**config.mk**
```make
export PLATFORM = sky130hd
export DESIGN_NAME = cd_msf_lba_converter_top
export DESIGN_NICKNAME = d
export VERILOG_FILES = /design/src/rtl/cdmsf_pkg.sv /design/src/rtl/cdmsf_bin2bcd.sv /design/src/rtl/cd_msf_lba_converter_top.sv
export VERILOG_INCLUDE_DIRS = /design/src /design/src/rtl
export SDC_FILE = /design/constraint.sdc
export NUM_CORES = 1
export LEC_CHECK = 0
export BUFFER_PORTS_ARGS = -buffer_cell sky130_fd_sc_hd__buf_2
export CORE_MARGIN = 2
export CORE_UTILIZATION = 49
export CTS_CLUSTER_DIAMETER = 100
export DETAILED_ROUTE_END_ITERATION = 6
export GPL_ROUTABILITY_DRIVEN = 0
export PLACE_DENSITY = 0.66
export SYNTH_ARGS = -nofsm -noshare
export SYNTH_HDL_FRONTEND = slang
export SYNTH_SLANG_ARGS = --single-unit
export TNS_END_PERCENT = 20
```
**constraint.sdc**
```tcl
create_clock -name clk -period 14.3 [get_ports clk]
set_input_delay 2.86 -clock clk [delete_from_list [all_inputs] [get_ports clk]]
set_output_delay 2.86 -clock clk [all_outputs]
set_load 0.05 [all_outputs]
```
**src/rtl/cd_msf_lba_converter_top_assert.svh**
```systemverilog
// assertion macros for the cd msf / lba converter
`ifndef CD_MSF_LBA_CONVERTER_TOP_ASSERT_SVH
`define CD_MSF_LBA_CONVERTER_TOP_ASSERT_SVH

// same-cycle implication, checked on clk outside reset
`define CDMSF_ASSERT_IMPL(lbl, pre, post, msg) \
  lbl: assert property (@(posedge clk) disable iff (rst) (pre) |-> (post)) else $error(msg);

// next-cycle implication, checked on clk outside reset
`define CDMSF_ASSERT_NEXT(lbl, pre, post, msg) \
  lbl: assert property (@(posedge clk) disable iff (rst) (pre) |=> (post)) else $error(msg);

`endif

```
**src/rtl/cdmsf_pkg.sv**
```systemverilog
// types, constants and helpers for the cd msf / lba converter
`timescale 1ns / 1ps

package cdmsf_pkg;

  localparam logic       CMD_MSF_TO_LBA = 1'b0;
  localparam logic       CMD_LBA_TO_MSF = 1'b1;

  localparam logic [7:0] LEADIN_FRAMES  = 8'd150;
  localparam logic [6:0] FRAMES_PER_SEC = 7'd75;
  localparam logic [5:0] SECS_PER_MIN   = 6'd60;
  localparam logic [6:0] MAX_MINUTES    = 7'd99;
  localparam logic [3:0] BCD_RADIX      = 4'd10;

  // reciprocals for exact division by constants over the value ranges used
  localparam logic [19:0] SEC_RECIP = 20'd894785;  // 2^26 / 75, rounded up
  localparam int          SEC_SHIFT = 26;
  localparam logic [13:0] MIN_RECIP = 14'd8739;    // 2^19 / 60, rounded up
  localparam int          MIN_SHIFT = 19;
  localparam logic [7:0]  DIG_RECIP = 8'd205;      // 2^11 / 10, rounded up
  localparam int          DIG_SHIFT = 11;

  typedef struct packed {
    logic              cmd;
    logic [7:0]        minute_in;
    logic [7:0]        second_in;
    logic [7:0]        frame_in;
    logic signed [19:0] block_in;
  } item_t;

  typedef struct packed {
    logic signed [21:0] block_out;
    logic [7:0]         minute_out;
    logic [6:0]         second_out;
    logic [6:0]         frame_out;
    logic               range_error;
  } result_t;

  // tens nibble times ten plus units nibble, nibbles above nine taken as is
  function automatic logic [7:0] bcd_decode(input logic [7:0] b);
    logic [7:0] tens;
    logic [7:0] units;
    tens  = {4'd0, b[7:4]};
    units = {4'd0, b[3:0]};
    return tens * {4'd0, BCD_RADIX} + units;
  endfunction

endpackage

```
**src/rtl/cdmsf_bin2bcd.sv**
```systemverilog
// binary to two-digit bcd for values below 100
`timescale 1ns / 1ps

module cdmsf_bin2bcd
  import cdmsf_pkg::*;
(
  input  logic [6:0] value,
  output logic [7:0] bcd
);

  logic [14:0] prod;
  logic [3:0]  tens;
  logic [6:0]  rest;

  assign prod = {8'd0, value} * {7'd0, DIG_RECIP};
  assign tens = prod[DIG_SHIFT +: 4];
  assign rest = value - 7'({tens, 3'b000}) - 7'({tens, 1'b0});
  assign bcd  = {tens, rest[3:0]};

endmodule

```
**src/rtl/cd_msf_lba_converter_top.sv**
```systemverilog
// top level of the cd msf / lba converter pipeline
`timescale 1ns / 1ps

// Converts CD addresses between BCD minute:second:sector and logical block
// numbers (block 0 = 150 frames in). cmd 0 decodes the BCD position to a
// block number; cmd 1 adds 150 to block_in and packs the result as BCD,
// flagging range_error for a negative position or more than 99 minutes.
// Five register stages, the last being the output register; one transaction
// is taken every cycle while no stall holds the stages. Each stage advances
// when the stage after it is empty or moving, so result_stall backs up through
// the stages and item_stall rises only once every stage holds a transaction.

`include "cd_msf_lba_converter_top_assert.svh"

module cd_msf_lba_converter_top
  import cdmsf_pkg::*;
(
  input  logic    clk,
  input  logic    rst,
  input  logic    item_valid,
  output logic    item_stall,
  input  item_t   item,
  output logic    result_valid,
  input  logic    result_stall,
  output result_t result
);

  logic v1, v2, v3, v4, v5;
  logic en1, en2, en3, en4, en5;

  // stage 1
  logic        cmd1, neg1;
  logic [7:0]  m1, s1, f1;
  logic [19:0] pos1;
  // stage 2
  logic        cmd2, neg2;
  logic [13:0] ms2;
  logic [7:0]  f2;
  logic [19:0] pos2;
  logic [12:0] q2;
  // stage 3
  logic        cmd3, neg3;
  logic [21:0] blk3;
  logic [6:0]  sect3;
  logic [12:0] q3;
  logic [25:0] prodm3;
  // stage 4
  logic        cmd4, neg4;
  logic [21:0] blk4;
  logic [6:0]  mins4;
  logic [5:0]  secs4;
  logic [7:0]  sect_bcd4;

  logic [20:0] pos_sum;
  logic [38:0] prod_sec;
  logic [26:0] prod_min;
  logic [19:0] rem_sec;
  logic [6:0]  mins_w;
  logic [12:0] secs_w;
  logic [7:0]  sect_bcd_w;
  logic [7:0]  mins_bcd_w;
  logic [7:0]  secs_bcd_w;
  logic        err_w;
  result_t     result_next;

  // stall chain
  assign en5 = !v5 || !result_stall;
  assign en4 = !v4 || en5;
  assign en3 = !v3 || en4;
  assign en2 = !v2 || en3;
  assign en1 = !v1 || en2;
  assign item_stall   = !en1;
  assign result_valid = v5;

  always_ff @(posedge clk) begin
    if (rst) begin
      v1 <= 1'b0;
      v2 <= 1'b0;
      v3 <= 1'b0;
      v4 <= 1'b0;
      v5 <= 1'b0;
    end else begin
      if (en1) v1 <= item_valid;
      if (en2) v2 <= v1;
      if (en3) v3 <= v2;
      if (en4) v4 <= v3;
      if (en5) v5 <= v4;
    end
  end

  // stage 1: bcd decode, lead-in offset
  assign pos_sum = {item.block_in[19], item.block_in} + {13'd0, LEADIN_FRAMES};

  always_ff @(posedge clk) begin
    if (en1) begin
      cmd1 <= item.cmd;
      m1   <= bcd_decode(item.minute_in);
      s1   <= bcd_decode(item.second_in);
      f1   <= bcd_decode(item.frame_in);
      pos1 <= pos_sum[19:0];
      neg1 <= pos_sum[20];
    end
  end

  // stage 2: minutes to seconds, position divided by 75
  assign prod_sec = 39'({20'd0, pos1} * {20'd0, SEC_RECIP});

  always_ff @(posedge clk) begin
    if (en2) begin
      cmd2 <= cmd1;
      neg2 <= neg1;
      ms2  <= {6'd0, m1} * 14'(SECS_PER_MIN) + {6'd0, s1};
      f2   <= f1;
      pos2 <= pos1;
      q2   <= prod_sec[SEC_SHIFT +: 13];
    end
  end

  // stage 3: seconds to frames, sector remainder, total seconds divided by 60
  assign rem_sec  = pos2 - {7'd0, q2} * 20'(FRAMES_PER_SEC);
  assign prod_min = {14'd0, q2} * {13'd0, MIN_RECIP};

  always_ff @(posedge clk) begin
    if (en3) begin
      cmd3   <= cmd2;
      neg3   <= neg2;
      blk3   <= {8'd0, ms2} * 22'(FRAMES_PER_SEC) + {14'd0, f2} - {14'd0, LEADIN_FRAMES};
      sect3  <= rem_sec[6:0];
      q3     <= q2;
      prodm3 <= prod_min[25:0];
    end
  end

  // stage 4: minutes, second remainder, sector to bcd
  assign mins_w = prodm3[MIN_SHIFT +: 7];
  assign secs_w = q3 - 13'(mins_w) * 13'(SECS_PER_MIN);

  cdmsf_bin2bcd u_sect_bcd (
    .value (sect3),
    .bcd   (sect_bcd_w)
  );

  always_ff @(posedge clk) begin
    if (en4) begin
      cmd4      <= cmd3;
      neg4      <= neg3;
      blk4      <= blk3;
      mins4     <= mins_w;
      secs4     <= secs_w[5:0];
      sect_bcd4 <= sect_bcd_w;
    end
  end

  // stage 5: bcd pack, range check, output register
  cdmsf_bin2bcd u_mins_bcd (
    .value (mins4),
    .bcd   (mins_bcd_w)
  );

  cdmsf_bin2bcd u_secs_bcd (
    .value ({1'b0, secs4}),
    .bcd   (secs_bcd_w)
  );

  assign err_w = neg4 || (mins4 > MAX_MINUTES);

  always_comb begin
    result_next = '0;
    case (cmd4)
      CMD_MSF_TO_LBA: begin
        result_next.block_out = $signed(blk4);
      end
      CMD_LBA_TO_MSF: begin
        result_next.range_error = err_w;
        if (!err_w) begin
          result_next.minute_out = mins_bcd_w;
          result_next.second_out = secs_bcd_w[6:0];
          result_next.frame_out  = sect_bcd4[6:0];
        end
      end
      default: begin
        result_next = '0;
      end
    endcase
  end

  always_ff @(posedge clk) begin
    if (en5) begin
      result <= result_next;
    end
  end

  `CDMSF_ASSERT_IMPL(a_err_clears_fields, result_valid && result.range_error,
    result.minute_out == 8'd0 && result.second_out == 7'd0 && result.frame_out == 7'd0
    && result.block_out == 22'sd0, "range error with nonzero fields")
  `CDMSF_ASSERT_IMPL(a_block_excludes_msf, result_valid && result.block_out != 22'sd0,
    result.minute_out == 8'd0 && result.second_out == 7'd0 && result.frame_out == 7'd0
    && !result.range_error, "block result mixed with msf fields")
  `CDMSF_ASSERT_IMPL(a_sector_in_range, v3 && cmd3 == CMD_LBA_TO_MSF && !neg3,
    sect3 < FRAMES_PER_SEC, "sector remainder out of range")
  `CDMSF_ASSERT_IMPL(a_second_in_range, v4 && cmd4 == CMD_LBA_TO_MSF && !neg4,
    secs4 < SECS_PER_MIN, "second remainder out of range")
  `CDMSF_ASSERT_NEXT(a_stage1_holds, v1 && !en2,
    v1 && $stable(cmd1) && $stable(pos1), "stalled stage 1 transaction lost")

endmodule
```
# Word level (Yosys, flattened, before mapping)
# Index checks and enable logic that the tools add are counted.
# op_classes
add_sub_neg	15
multipliers	12
n_div	0
n_lt_le_gt_ge	1
n_eq_ne	0
shift	0
n_mux	0
bitwise	1
reduce_logical	14
# op_table
cell	n
20-bit by 20-bit multiplier with 39-bit output, second input constant	1
13-bit by 14-bit multiplier with 26-bit output, second input constant	1
8-bit by 4-bit adder with 8-bit output	3
4-bit subtractor	6
21-bit by 8-bit adder with 22-bit output	1
22-bit by 8-bit subtractor with 22-bit output, second input constant	1
20-bit by 9-bit adder with 21-bit output, second input constant	1
14-bit by 7-bit multiplier with 21-bit output, second input constant	1
4-bit by 3-bit multiplier with 7-bit output, second input constant	3
7-bit by 8-bit multiplier with 15-bit output, second input constant	1
14-bit by 8-bit adder with 14-bit output	1
6-bit by 8-bit multiplier with 14-bit output, second input constant	1
7-bit by 8-bit multiplier with 14-bit output, second input constant	1
13-bit by 7-bit multiplier with 7-bit output, second input constant	1
8-bit by 4-bit multiplier with 12-bit output, second input constant	1
7-bit greater-than comparator, second input constant	1
1-bit zero test	7
7-bit by 4-bit multiplier with 4-bit output, second input constant	1
7-bit subtractor	1
1-bit logical OR	6
6-bit subtractor	1
2-bit OR reduction	1
1-bit inverter	1
# totals
reg_bits	247
latch_bits	0
ramBits	0
mem_bits_ro	0
input_bits	49
output_inout_bits	47
word_cells	77
memories	0

# Logic depth before layout (Yosys ltp)
# Gate-level depths: netlist of the first run.
# depth
depth_word	7
depth_mapped	22
depth_no_buf	21

# Hierarchy
# Synthesis of the first run repeated with hierarchy kept, for this count alone.
# hier_totals
cells_unflattened	1959
hier_area_um2	22910.7
# modules_own_cells
module	instances	cells_each	area_each_um2	seq_area_each_um2
cd_msf_lba_converter_top	1	1668	20076.8	6796.5
cdmsf_bin2bcd	3	97	944.7	0.0

# Least setup slack after synthesis of the first run
# No wires, ideal clock.
# synth_timing
kind	input to output
start	input port result_stall
end	output port item_stall
arrival_time_ns	5.492
slack_ns	5.948
path_stages	4
path_buffers	1
cell_sequence	and3_1 > clkbuf_1 > nand4_1 > inv_1
# synth_between
elab_chain_len	7
# synth_rtl
item	line	rtl
start: declaration	cd_msf_lba_converter_top.sv:24	input logic result_stall,
1-bit zero test	cd_msf_lba_converter_top.sv:67	assign en5 = !v5 || !result_stall;
1-bit logical OR	cd_msf_lba_converter_top.sv:67	
1-bit logical OR	cd_msf_lba_converter_top.sv:68	assign en4 = !v4 || en5;
1-bit logical OR	cd_msf_lba_converter_top.sv:69	assign en3 = !v3 || en4;
1-bit logical OR	cd_msf_lba_converter_top.sv:70	assign en2 = !v2 || en3;
1-bit logical OR	cd_msf_lba_converter_top.sv:71	assign en1 = !v1 || en2;
1-bit zero test	cd_msf_lba_converter_top.sv:72	assign item_stall = !en1;
end: declaration	cd_msf_lba_converter_top.sv:21	output logic item_stall,
# No other way between the ends.

# Final worst setup path of the first run
# Ends and elaborated chain as after synthesis.

==> results by stage, run 1 <==
Cells and area:
- In the final layout, the share of cells above drive strength 1 is under 10%.
- At the end of the flow, the number of nets in the layout was approximately 2,900.
- The area growth from synthesis to layout is 9.65%.
- In the layout the commonest cells are inv_1, ha_1, fa_1.
- Summing all non-filler instances in the final layout gives an area of 25,200 µm².
- The leading cell type in the layout, fill and taps excluded is inv_1.
- The count of antenna diodes in the layout is 0.

Worst setup path:
- The kind of cell adding the most delay to the critical path is buffers and inverters.
- The critical path's most frequent cell is buf_2.
- Among all stages on the critical path, the largest delay is contributed by buf_4.
- The logic depth of the worst register-to-register path is 19.
- The capture point of the worst reg-to-reg path is q2[11]$_DFFE_PP_.
- Data arrives at the worst endpoint at ~4300 ps.
- The required arrival time at the worst endpoint is 11,440 ps.
- The critical path starts at result_stall.
- The category of the worst setup path launch point is an input pin.
- The slack of the worst reg-to-reg path is 7710 ps.
- The element type at the critical path end is a primary output.
- The critical path goes through buf_2, and3_1, nand4_1, buf_4, inv_1, buf_2.
- The type of the worst setup path is in -> out.
- The critical path contains buffers and inverters numbering 4 combined.
- Of all nets on the critical path, the largest fanout is 48.
- Counting buffers and inverters, the worst setup path is 6 cells deep.
- The delay of the slowest cell on the worst path is roughly 530 ps.
- The launching point of the worst reg2reg path is pos1[15]$_DFFE_PN_.

Hold path:
- For hold timing, the worst endpoint is blk4[8]$_DFFE_PP_.
- The worst hold path passes through 0 cells.
- In this run the most critical hold path is launched from blk3[8]$_DFFE_PP_.
- The path class of the tightest hold or removal check is reg -> reg.

Placed design:
- The placed wire-length estimate is 33,400 µm.
- At the placement stage, the worst setup path has a slack of just over 7000 ps.
- Summing all placed instances gives a cell area of between 20,000 and 25,000 µm².
- The count of buffers inserted at the top-level ports is 95.

Timing:
- Setup repair after global routing left no endpoint under its margin.
- Adding up every negative setup slack in the final design gives 0 ps.
- Dividing the final minimum period by the clock period gives 49.8%.
- For the pin with the worst max-slew slack, the measured transition is slightly above 1000 ps.
- The final number of hold-violating endpoints was 0.
- The worst path needs slightly above 7000 ps of the cycle, external delays included.
- Once routing completed, OpenROAD measured the worst setup slack at 7180 ps.
- Derived from the worst setup path, the maximum achievable clock frequency is between 0.1 and 0.15 GHz.
- The worst pin sits at a relative slew slack of around a third.
- Between clock sinks in the finished design, the worst skew comes to 24.1 ps.
- The final setup violation count is 0.
- The final number of max-transition violations was 0.

Clock network:
- Buffers inserted to repair hold after CTS numbered 0.
- The clock-pin transition on the worst setup and hold timing paths is 60 ps.
- CTS built an H-tree with a depth of 1.
- Counting every sink on the clock net gives between 200 and 250.
- The post-CTS setup repair buffer count is 0.
- TritonCTS built the clock tree.
- Post-CTS repair changed the size of 0 cells.
- The library cell used as clock root buffer is clkbuf_16.
- The number of buffers inserted during clock tree synthesis is 27.
- The clock tree buffer depth is 3.
- For the worst-skew pair, the clock arrives at the later sink with an insertion delay of 570 ps.

Logic synthesis:
- Summing every instance area after synthesis gives about 23,000 µm².
- Sequential elements use 29.5% of the synthesized area.
- The number of warnings issued by yosys is 0.
- Synthesis produced a netlist with a net count of 2,763.
- The number of enable-type register cells in the synthesized netlist is roughly 220.
- The number of library cell types mapped by synthesis is 61.
- Averaged over all synthesized cells, the footprint is approximately 11 µm².
- The number of cells produced by synthesis is a little over 2,000.
- The async set-or-reset flop fraction in the synthesized netlist is 0%.
- Counting flops and latches in the post-synthesis netlist gives roughly 230.
- In the synthesized netlist the dominant register cell turns out to be edfxtp_1.

Floorplan:
- The placement row count is between 70 and 80.
- The die span in x is about 220 µm.
- The effective utilization at floorplan is about half.
- The die outline height is 221 µm.
- The floorplan die area is 48,700 µm².
- The total area inside the core boundary comes to 46,500 µm².
- The number of ports placed on the die boundary is 96.

Detailed routing:
- The detailed-routing iteration count for the pre-antenna-repair pass is 5.
- Using the TritonRoute via totals, the vias-per-cell ratio works out to 4.96.
- Signal routing reaches up to met4.
- The met3 routed wirelength is roughly 1000 µm.
- After detailed routing, the average wire length per cell comes to ~14 µm.
- Across all layers, the routed design uses around 14,000 vias.
- The sum of routed wire length over all layers is around 40,000 µm.
- Summed over all nets, wire length on met2 after detailed routing comes to 18,400 µm.
- After detailed routing, the wire length on met1 is 19,000 µm.
- The remaining number of nets flagged by the antenna check after routing is 0.
- The remaining routing DRC violations is 0.
- The iteration-0 DRC count of the detailed router is approximately 420.

Run status:
- The flow ran to the end, and the final reports show no timing, DRC or antenna violations.

GRT:
- The number of antenna violations at the first check in global routing came to 0.
- The first global-routing pass estimated between 60,000 and 70,000 µm of wire.
- Global routing consumed, over all layers together, between 15 and 20% of the routing resources.
- The via count of the first global-routing pass is 14,500.
- Entering global routing, the biggest net connects 49 pins.
- The total overflow left after global routing is 0.

Job:
- The max-cap violation count is 0.
==> synth_stat cells, types with 2 or more instances <==
cell type | number | share of area, %
and4_1 | 4 | 0.15
nand4b_1 | 2 | 0.076
ha_1 | 462 | 25
xor2_1 | 33 | 1.3
clkbuf_1 | 7 | 0.11
fa_1 | 233 | 20
o211ai_1 | 4 | 0.13
inv_1 | 471 | 7.7
or3_1 | 3 | 0.082
nand2b_1 | 9 | 0.24
mux2i_1 | 3 | 0.13
and2_1 | 9 | 0.24
o2111ai_1 | 4 | 0.15
nor3_1 | 10 | 0.22
xnor3_1 | 2 | 0.20
a211o_1 | 2 | 0.076
xnor2_1 | 96 | 3.7
o21bai_1 | 12 | 0.39
a21boi_0 | 2 | 0.065
a211oi_1 | 14 | 0.46
and3_1 | 13 | 0.35
o21ai_0 | 44 | 0.96
nor2_1 | 64 | 1.0
dfxtp_1 | 5 | 0.43
o41ai_1 | 2 | 0.076
a31o_2 | 3 | 0.11
nand3_1 | 19 | 0.41
a221oi_1 | 3 | 0.11
nand4_1 | 13 | 0.35
o22ai_1 | 2 | 0.054
a21oi_1 | 79 | 1.7
o21a_1 | 10 | 0.33
nor2b_1 | 35 | 0.95
o31ai_1 | 4 | 0.13
or3b_1 | 2 | 0.076
a21o_1 | 27 | 0.88
nand3b_1 | 4 | 0.13
edfxtp_1 | 223 | 29
or2_2 | 5 | 0.14
nand2_1 | 50 | 0.82
a31oi_1 | 10 | 0.27
==> registers in the layout (all words and copies together), names as in the netlist, 7 cells and up <==
signal and count:
prodm3 7, blk3 22, m1 8, q2 13, mins4 7, blk4 22, pos1 20, sect3 7
f2 8, f1 8, result 45, s1 8, pos2 7, sect_bcd4 7, ms2 14
==> metrics by stage <==
| stage | cells | util (%) | hold WS, ps |
|---|---|---|---|
| 3_5_place_dp | 2718 | 52.2 | 405 |
| 2_1_floorplan | 2019 | - | 400 |
| 5_1_grt | 2768 | 54.3 | 422 |
| 3_3_place_gp | 2718 | 52.2 | 401 |
| 4_1_cts | 2768 | 54.3 | 419 |
| 6_report | 2768 | 54.3 | 418 |
==> cell type report <==
type | count | area [µm²]
clock buffer | 31 | 701
clock inverter | 19 | 273
fill | 4001 | 21200
inverter | 471 | 1770
multi-input combinational | 1313 | 14400
sequential | 228 | 6800
tap | 607 | 759
timing repair buffer | 99 | 505
==> worst max-delay path by stage <==
stage | endpoint | slack, ps
after floorplan | item_stall | 5950
after global placement | item_stall | 7190
after detailed placement | item_stall | 7180
after CTS | item_stall | 7160
after global routing | item_stall | 7070
final | item_stall | 7180
==> metal layers <==
layer	track usage (%)	vias to the layer above
met5	0	-
met4	4.16	0
met3	2.02	55
met2	29.0	166
met1	23.6	6561
li1	-	6960
==> logic make-up (layout without fill, tap and decap cells) <==
family | Yosys count | in the layout | share of synthesized area (%)
adder cells (fa/ha/maj) | 695 | 695 | 45.4
buffers and inverters | 478 | 620 | 7.80
AND/OR/NAND/NOR | 246 | 246 | 5.43
AO/OA/AOI/OAI | 237 | 237 | 6.58
flip-flops | 228 | 228 | 29.5
XOR/XNOR | 131 | 131 | 5.10
multiplexers | 4 | 4 | 0.179
Power of run 1 is not shown: default switching activity piles up to over one toggle a cycle in this logic, so the estimate is an artifact.
==> run 2, diff against run 1 <==
Settings changed: PLACE_DENSITY 0.66 to 0.68.
Clock period 14.3 ns to 6.23 ns, I/O delays scaled along.
==> run 2 against run 1 <==
  * Clock skew is 6.7 ps lower
  * Sequential cell count stayed put
  * Setup slack worse by 7000 ps
  * Critical path depth is 13 higher
  * Design area is 0.16% higher
  * Die area stayed put
  * Global-route usage is 0.34 points higher
  * Register-to-register slack worse by 7500 ps
  * Via count is 1.2% higher
  * Non-clock buffer count is 25 higher
  * Hold slack worse by 0.87 ps
==> results by stage, run 2 (synthesis results as in run 1) <==
Timing:
- Based on the critical path, the design can be clocked at up to approximately 0.17 GHz.
- The final setup skew came to 17.4 ps (-6.69 ps).
- The setup TNS is 0 ps (unchanged).
- The final number of max-transition violations was 0 (unchanged).
- The minimum clock period after layout is about 6000 ps.
- Setup repair after global routing could not meet its margin everywhere.
- The slew at the pin closest to its max-slew limit is 984 ps (-40.1 ps).
- The share of the clock period used by the worst path after layout is approximately 97%.
- The normalized max-slew margin is 34.2% (+2.7 points).
- The post-route worst hold slack is 417 ps (-0.869 ps).
- The final number of hold-violating endpoints was 0 (unchanged).
- The final setup violation count is 0 (unchanged).

Worst setup path:
- The critical path is of the reg -> reg type.
- In this design, the critical path's most frequently occurring cell is fa_1.
- STA classifies the critical path startpoint as a flop.
- The delay of the slowest cell on the worst path is 520 ps (about the same).
- For this design, the slowest cell found on the critical path is fa_1.
- STA classifies the critical path endpoint as a flop.
- Traced cell by cell, the critical path runs through inv_2, fa_1, fa_1, inv_1, fa_1, fa_1, fa_1, ha_1, inv_1, fa_1, inv_1, ha_1, a21oi_1, o21ai_0, a22oi_1, a31oi_1, and2_1, o41ai_1, xnor2_1.
- The biggest fanout along the worst timing path is 5 (-90%).
- The critical path arrival was 6340 ps (+2080 ps).
- The required arrival time at the worst endpoint was 6520 ps (-4920 ps).

Detailed routing:
- The remaining routing DRC violations is 0 (unchanged).
- The iteration-0 DRC count of the detailed router is 520 (+24%).
- The per-cell via count in the routed design was 4.98 (+0.33%).
- The remaining number of nets flagged by the antenna check after routing was 0 (unchanged).
- The per-cell routed wire length was 14.5 µm (+2.2%).
- The sum of routed wire length over all layers is 40,500 µm (+3.1%).
- The detailed-routing iteration count for the pre-antenna-repair pass is 4 (-1).
- The total via count after detailed routing is 13,900 (+1.2%).

GRT:
- The pin count of the biggest net entering global routing is 48 (-2.0%).
- The overall global routing resource usage is 17.5% (+0.34 points).
- The number of antenna violations at the first check in global routing is 1 (+1).
- The via count of the first global-routing pass is 14,600 (+0.67%).
- The overall overflow remaining after global route came to 0 (unchanged).
- The wire length of the first global-routing pass is 69,100 µm (+1.4%).

Floorplan:
- The placement row count came to 79 (unchanged).
- The placeable core region is 46,500 µm² (unchanged).
- The die outline height is 221 µm (unchanged).
- The number of ports placed on the die boundary was 96 (unchanged).
- The floorplan die area is 48,700 µm² (unchanged).
- The die span in x is 221 µm (unchanged).
- The effective utilization at floorplan was 49.5% (unchanged).

Clock network:
- The number of buffers inserted during clock tree synthesis came to 27 (unchanged).
- TritonCTS built the clock tree.
- The number of sinks handled by clock tree synthesis is 228 (unchanged).
- The number of buffers inserted by hold repair at cts is 0 (unchanged).
- The clock latency reported for the late side of the worst-skew pair came to 560 ps (about the same).
- The clock tree buffer depth is 3 (unchanged).
- The clock-pin transition on the worst setup and hold timing paths is 60 ps (about the same).
- The depth of the CTS H-tree is 1 (unchanged).
- Clock tree synthesis selected as its root buffer the cell clkbuf_16.

Placed design:
- The total placed cells including tap cells came to 2,734 (+0.59%).
- The count of buffers inserted at the top-level ports is 95 (unchanged).
- The placed wire-length estimate is 34,700 µm (+4.1%).

Cells and area:
- In the final layout, the registers with the most flip-flops are result x45, blk3 x22, blk4 x22.
- The library cell used most frequently in the layout, excluding fill and tap cells, is inv_1.
- The share of post-route cells with drive strength above 1 is 8.83% (+1.3 points).
- The layout overhead on the synthesized area is 9.83%.
- The count of non-filler cells in the finished layout came to 2,793 (+0.90%).
- In the layout the commonest cells are inv_1, ha_1, fa_1.
- The layout net count came to 2,909 (+0.87%).
- The count of antenna diodes in the layout came to 0 (unchanged).
- The most flop-heavy register is result.
- The area of the multi-input gates is 14,500 µm² (+0.12%).
- The footprint of the flip-flops and latches is 6800 µm² (unchanged).
- The number of flip-flops in the largest register is 45 (unchanged).
- The fill cell instance count of the final layout is 3,998 (-0.075%).

Run status:
- The run finished with clean final reports.

Job:
- The max-cap violation count is 0 (unchanged).

Hold path:
- The classification of the worst-slack hold path is reg -> reg.
## run 2: layout make-up
cell class	instances	area share (%)
clock buffer	33	2.80
clock inverter	17	0.386
inverter	471	7.01
multi-input combinational	1313	57.2
sequential	228	26.9
tap	607	3.00
timing repair buffer	124	2.74
## run 2: path summary, 6_finish.rpt
| check | endpoint | cells past startpoint | slack [ps] | from |
|---|---|---|---|---|
| max | q2[10]$_DFFE_PP_ | 19 | 180 | pos1[9]$_DFFE_PN_ |
| min | blk4[2]$_DFFE_PP_ | 0 | 420 | blk3[2]$_DFFE_PP_ |
| max reg2reg | q2[10]$_DFFE_PP_ | 19 | 180 | pos1[9]$_DFFE_PN_ |
| min reg2reg | blk4[2]$_DFFE_PP_ | 0 | 420 | blk3[2]$_DFFE_PP_ |
## run 2: repair_timing
action	in CTS	in global routing
pin swaps	0	1
resized for setup	2	7
buffers inserted	0	9
endpoints found under the setup margin	2	7
## run 2: critical path, delay by kind of cell (launching register included)
family,cells,cell delay (ps)
flops,1,460
simple gates,1,190
xor+xnor,1,110
fa+ha+maj,8,3570
buf+inv,4,270
compound gates,5,1190
## run 2: through the flow
step                      utilization [%]  setup WS [ps]  area (µm²)
final                                54.4            180       25300
after global routing                 54.4          -68.8       25300
after CTS                            54.2           20.2       25200
after detailed placement             52.5           -148       24400
after global placement               52.5            181       24400
after floorplan                         -            408       23000
## run 2: routing by layer
| metal | routed length, µm | up-vias | part of all wire (%) | global-route usage (%) |
|---|---|---|---|---|
| met5 | 0 | - | 0 | 0 |
| met2 | 19100 | 214 | 47 | 30.1 |
| met4 | 913 | 0 | 2.3 | 4.02 |
| met1 | 19100 | 6641 | 47 | 23.7 |
| met3 | 1390 | 57 | 3.4 | 2.14 |
| li1 | - | 7000 | - | - |
Power of run 2 is left out for the same reason.
==> run 3, diff against run 2 <==
Settings changed: CAP_MARGIN from default to 10, PLACE_DENSITY 0.68 to default, PLACE_DENSITY_LB_ADDON from default to 0.05.
==> run 3 against run 2 <==
  * Sequential cell count is the same
  * Cell count is the same
  * Via count shrank 0.82%
  * Routed wire length grew 2.7%
  * Hold slack lost 1.9 ps
  * Largest cell class unchanged
==> results by stage, run 3 (synthesis results as in run 1) <==
Detailed routing:
- The iteration-0 DRC count of the detailed router is 505 (-2.9%).
- The remaining number of nets flagged by the antenna check after routing is 0 (unchanged).
- The sum of routed wire length over all layers came to 41,600 µm (+2.7%).
- The per-cell routed wire length is 14.9 µm (+2.7%).
- The per-cell via count in the routed design was 4.94 (-0.82%).
- The detailed-routing iteration count for the pre-antenna-repair pass was 5 (+1).
- The total via count after detailed routing is 13,800 (-0.82%).
- The remaining routing DRC violations is 0 (unchanged).

Timing:
- The final setup skew is 11.2 ps (-6.16 ps).
- The final number of hold-violating endpoints was 0 (unchanged).
- The setup TNS is 0 ps (unchanged).
- The final setup violation count came to 0 (unchanged).
- The minimum clock period after layout is 5870 ps (-176 ps).
- The slew at the pin closest to its max-slew limit was 1050 ps (+68.0 ps).
- The top achievable clock speed is 0.170 GHz (+3.0%).
- Setup repair after global routing left no endpoint under its margin.
- The share of the clock period used by the worst path after layout was 94.3% (-2.8 points).
- The final number of max-transition violations is 0 (unchanged).
- The normalized max-slew margin is 29.6% (-4.6 points).

Cells and area:
- The area of all placed cells without fillers is 25,400 µm² (+0.42%).
- In the final layout, the registers with the most flip-flops are result x45, blk3 x22, blk4 x22.
- The library cell used most frequently in the layout, excluding fill and tap cells, is inv_1.
- From synthesis to final layout, the design area changed by 10.3%.
- Leaving out fill and tap cells, the most frequent cells in the layout are inv_1, ha_1, fa_1.
- The number of flip-flops in the largest register is 45 (unchanged).
- The count of non-filler cells in the finished layout is 2,793 (unchanged).
- The count of antenna diodes in the layout was 0 (unchanged).
- The footprint of the flip-flops and latches is 6800 µm² (unchanged).
- The area of the multi-input gates came to 14,500 µm² (+0.14%).
- The most flop-heavy register is result.
- The fill cell instance count of the final layout is 4,080 (+2.1%).
- The core occupancy in the finished layout was 54.6% (+0.23 points).
- The layout net count is 2,908 (-0.034%).
- The share of post-route cells with drive strength above 1 came to 8.92% (+0.091 points).

Worst setup path:
- The logic depth of the worst register-to-register path is 20 (+1).
- The required arrival time at the worst endpoint is 6550 ps (+30 ps).
- The cell family contributing the most delay on the critical path is adder cells.
- The critical path arrival is 6190 ps (-150 ps).
- The delay of the slowest cell on the worst path was 540 ps (+20 ps).
- The worst register-to-register path ends at q2[11]$_DFFE_PP_.
- In this run the worst setup path begins at pos1[7]$_DFFE_PN_.
- The logic depth of the worst setup path including buffers is 20 (+1).
- STA classifies the critical path endpoint as a flop.
- The type of the worst setup path is reg -> reg.
- The critical path goes through buf_4, ha_1, inv_1, fa_1, fa_1, inv_1, fa_1, inv_1, fa_1, inv_1, ha_1, ha_1, ha_1, a21o_1, a21o_1, a2111oi_2, nor2_1, o311ai_2, o21ai_0, xor2_1.
- The slack of the worst reg-to-reg path came to 360 ps (+180 ps).
- The biggest fanout along the worst timing path is 5 (unchanged).
- The worst register-to-register path begins at pos1[7]$_DFFE_PN_.
- The category of the worst setup path launch point is a flop.
- The sum of buffers and inverters on the critical path is 5 (+1).
- The largest individual stage delay along the critical path comes from the cell fa_1.
- The timing endpoint of the critical path is q2[11]$_DFFE_PP_.

GRT:
- The wire length of the first global-routing pass came to 70,400 µm (+1.9%).
- The via count of the first global-routing pass was 14,300 (-2.5%).
- The pin count of the biggest net entering global routing is 48 (unchanged).
- The number of antenna violations at the first check in global routing came to 0 (-1).
- The overall overflow remaining after global route was 0 (unchanged).
- The overall global routing resource usage is 18.1% (+0.57 points).

Placed design:
- The count of buffers inserted at the top-level ports came to 95 (unchanged).
- The placed wire-length estimate is 35,100 µm (+0.98%).
- The total placed cells including tap cells is 2,736 (+0.073%).
- The instance area at placement is 24,400 µm² (about the same).

Floorplan:
- The floorplan die area is 48,700 µm² (unchanged).
- The placement row count is 79 (unchanged).
- The placeable core region is 46,500 µm² (unchanged).
- The number of ports placed on the die boundary is 96 (unchanged).
- The die span in x is 221 µm (unchanged).
- The die outline height came to 221 µm (unchanged).
- The effective utilization at floorplan is 49.5% (unchanged).

Clock network:
- The number of buffers inserted during clock tree synthesis is 29 (+7.4%).
- The clock tree buffer depth came to 3 (unchanged).
- The number of sinks handled by clock tree synthesis came to 228 (unchanged).
- TritonCTS built the clock tree.
- The number of buffers inserted by hold repair at cts is 0 (unchanged).
- The clock latency reported for the late side of the worst-skew pair is 570 ps (about the same).
- The clock-pin transition on the worst setup and hold timing paths is 60 ps (about the same).
- The library cell used as clock root buffer is clkbuf_16.
- The depth of the CTS H-tree is 1 (unchanged).

Job:
- The max-cap violation count is 0 (unchanged).

Run status:
- The flow ran to the end, and the final reports show no timing, DRC or antenna violations.

Hold path:
- The tightest min-delay check is of the reg -> reg type.
[run 3: worst min path at each step]
stage | end | cells after the start | from | slack (ps)
after floorplan | blk4[0]$_DFFE_PP_ | 0 | blk3[0]$_DFFE_PP_ | 400
after global placement | mins4[5]$_DFFE_PP_ | 0 | prodm3[24]$_DFFE_PP_ | 400
after detailed placement | blk4[21]$_DFFE_PP_ | 0 | blk3[21]$_DFFE_PP_ | 400
after CTS | blk4[17]$_DFFE_PP_ | 0 | blk3[17]$_DFFE_PP_ | 420
after global routing | f2[6]$_DFFE_PP_ | 0 | f1[6]$_DFFE_PN_ | 420
final | blk4[21]$_DFFE_PP_ | 0 | blk3[21]$_DFFE_PP_ | 420
[run 3: timing repair]
action                     CTS  global route
buffers inserted             0             4
gates resized for setup      0            10
setup endpoints to repair    0             6
[run 3: layout make-up]
type / count / area share (%)
multi-input cells: 1313 / 57.0
flip-flops and latches: 228 / 26.8
inverters: 471 / 6.98
well taps: 607 / 2.99
clock buffers: 33 / 2.92
repair buffers: 121 / 2.64
clock inverters: 20 / 0.685
[run 3: stage by stage]
step / hold WS, ps / setup slack (ps)
finish: 416 / 356
detailed placement: 405 / 81.7
global route: 421 / 5.57
floorplan: 400 / 408
CTS: 417 / 77.1
global placement: 401 / 168
[run 3: per-layer routing]
metal / vias to the layer above / share of wire [%] / GRT usage, %
li1: 7011 / - / -
met5: - / 0 / 0
met2: 204 / 45 / 29.4
met4: 0 / 2.1 / 4.71
met3: 58 / 3.4 / 1.76
met1: 6525 / 49 / 25.9
Power of run 3 is left out for the same reason.
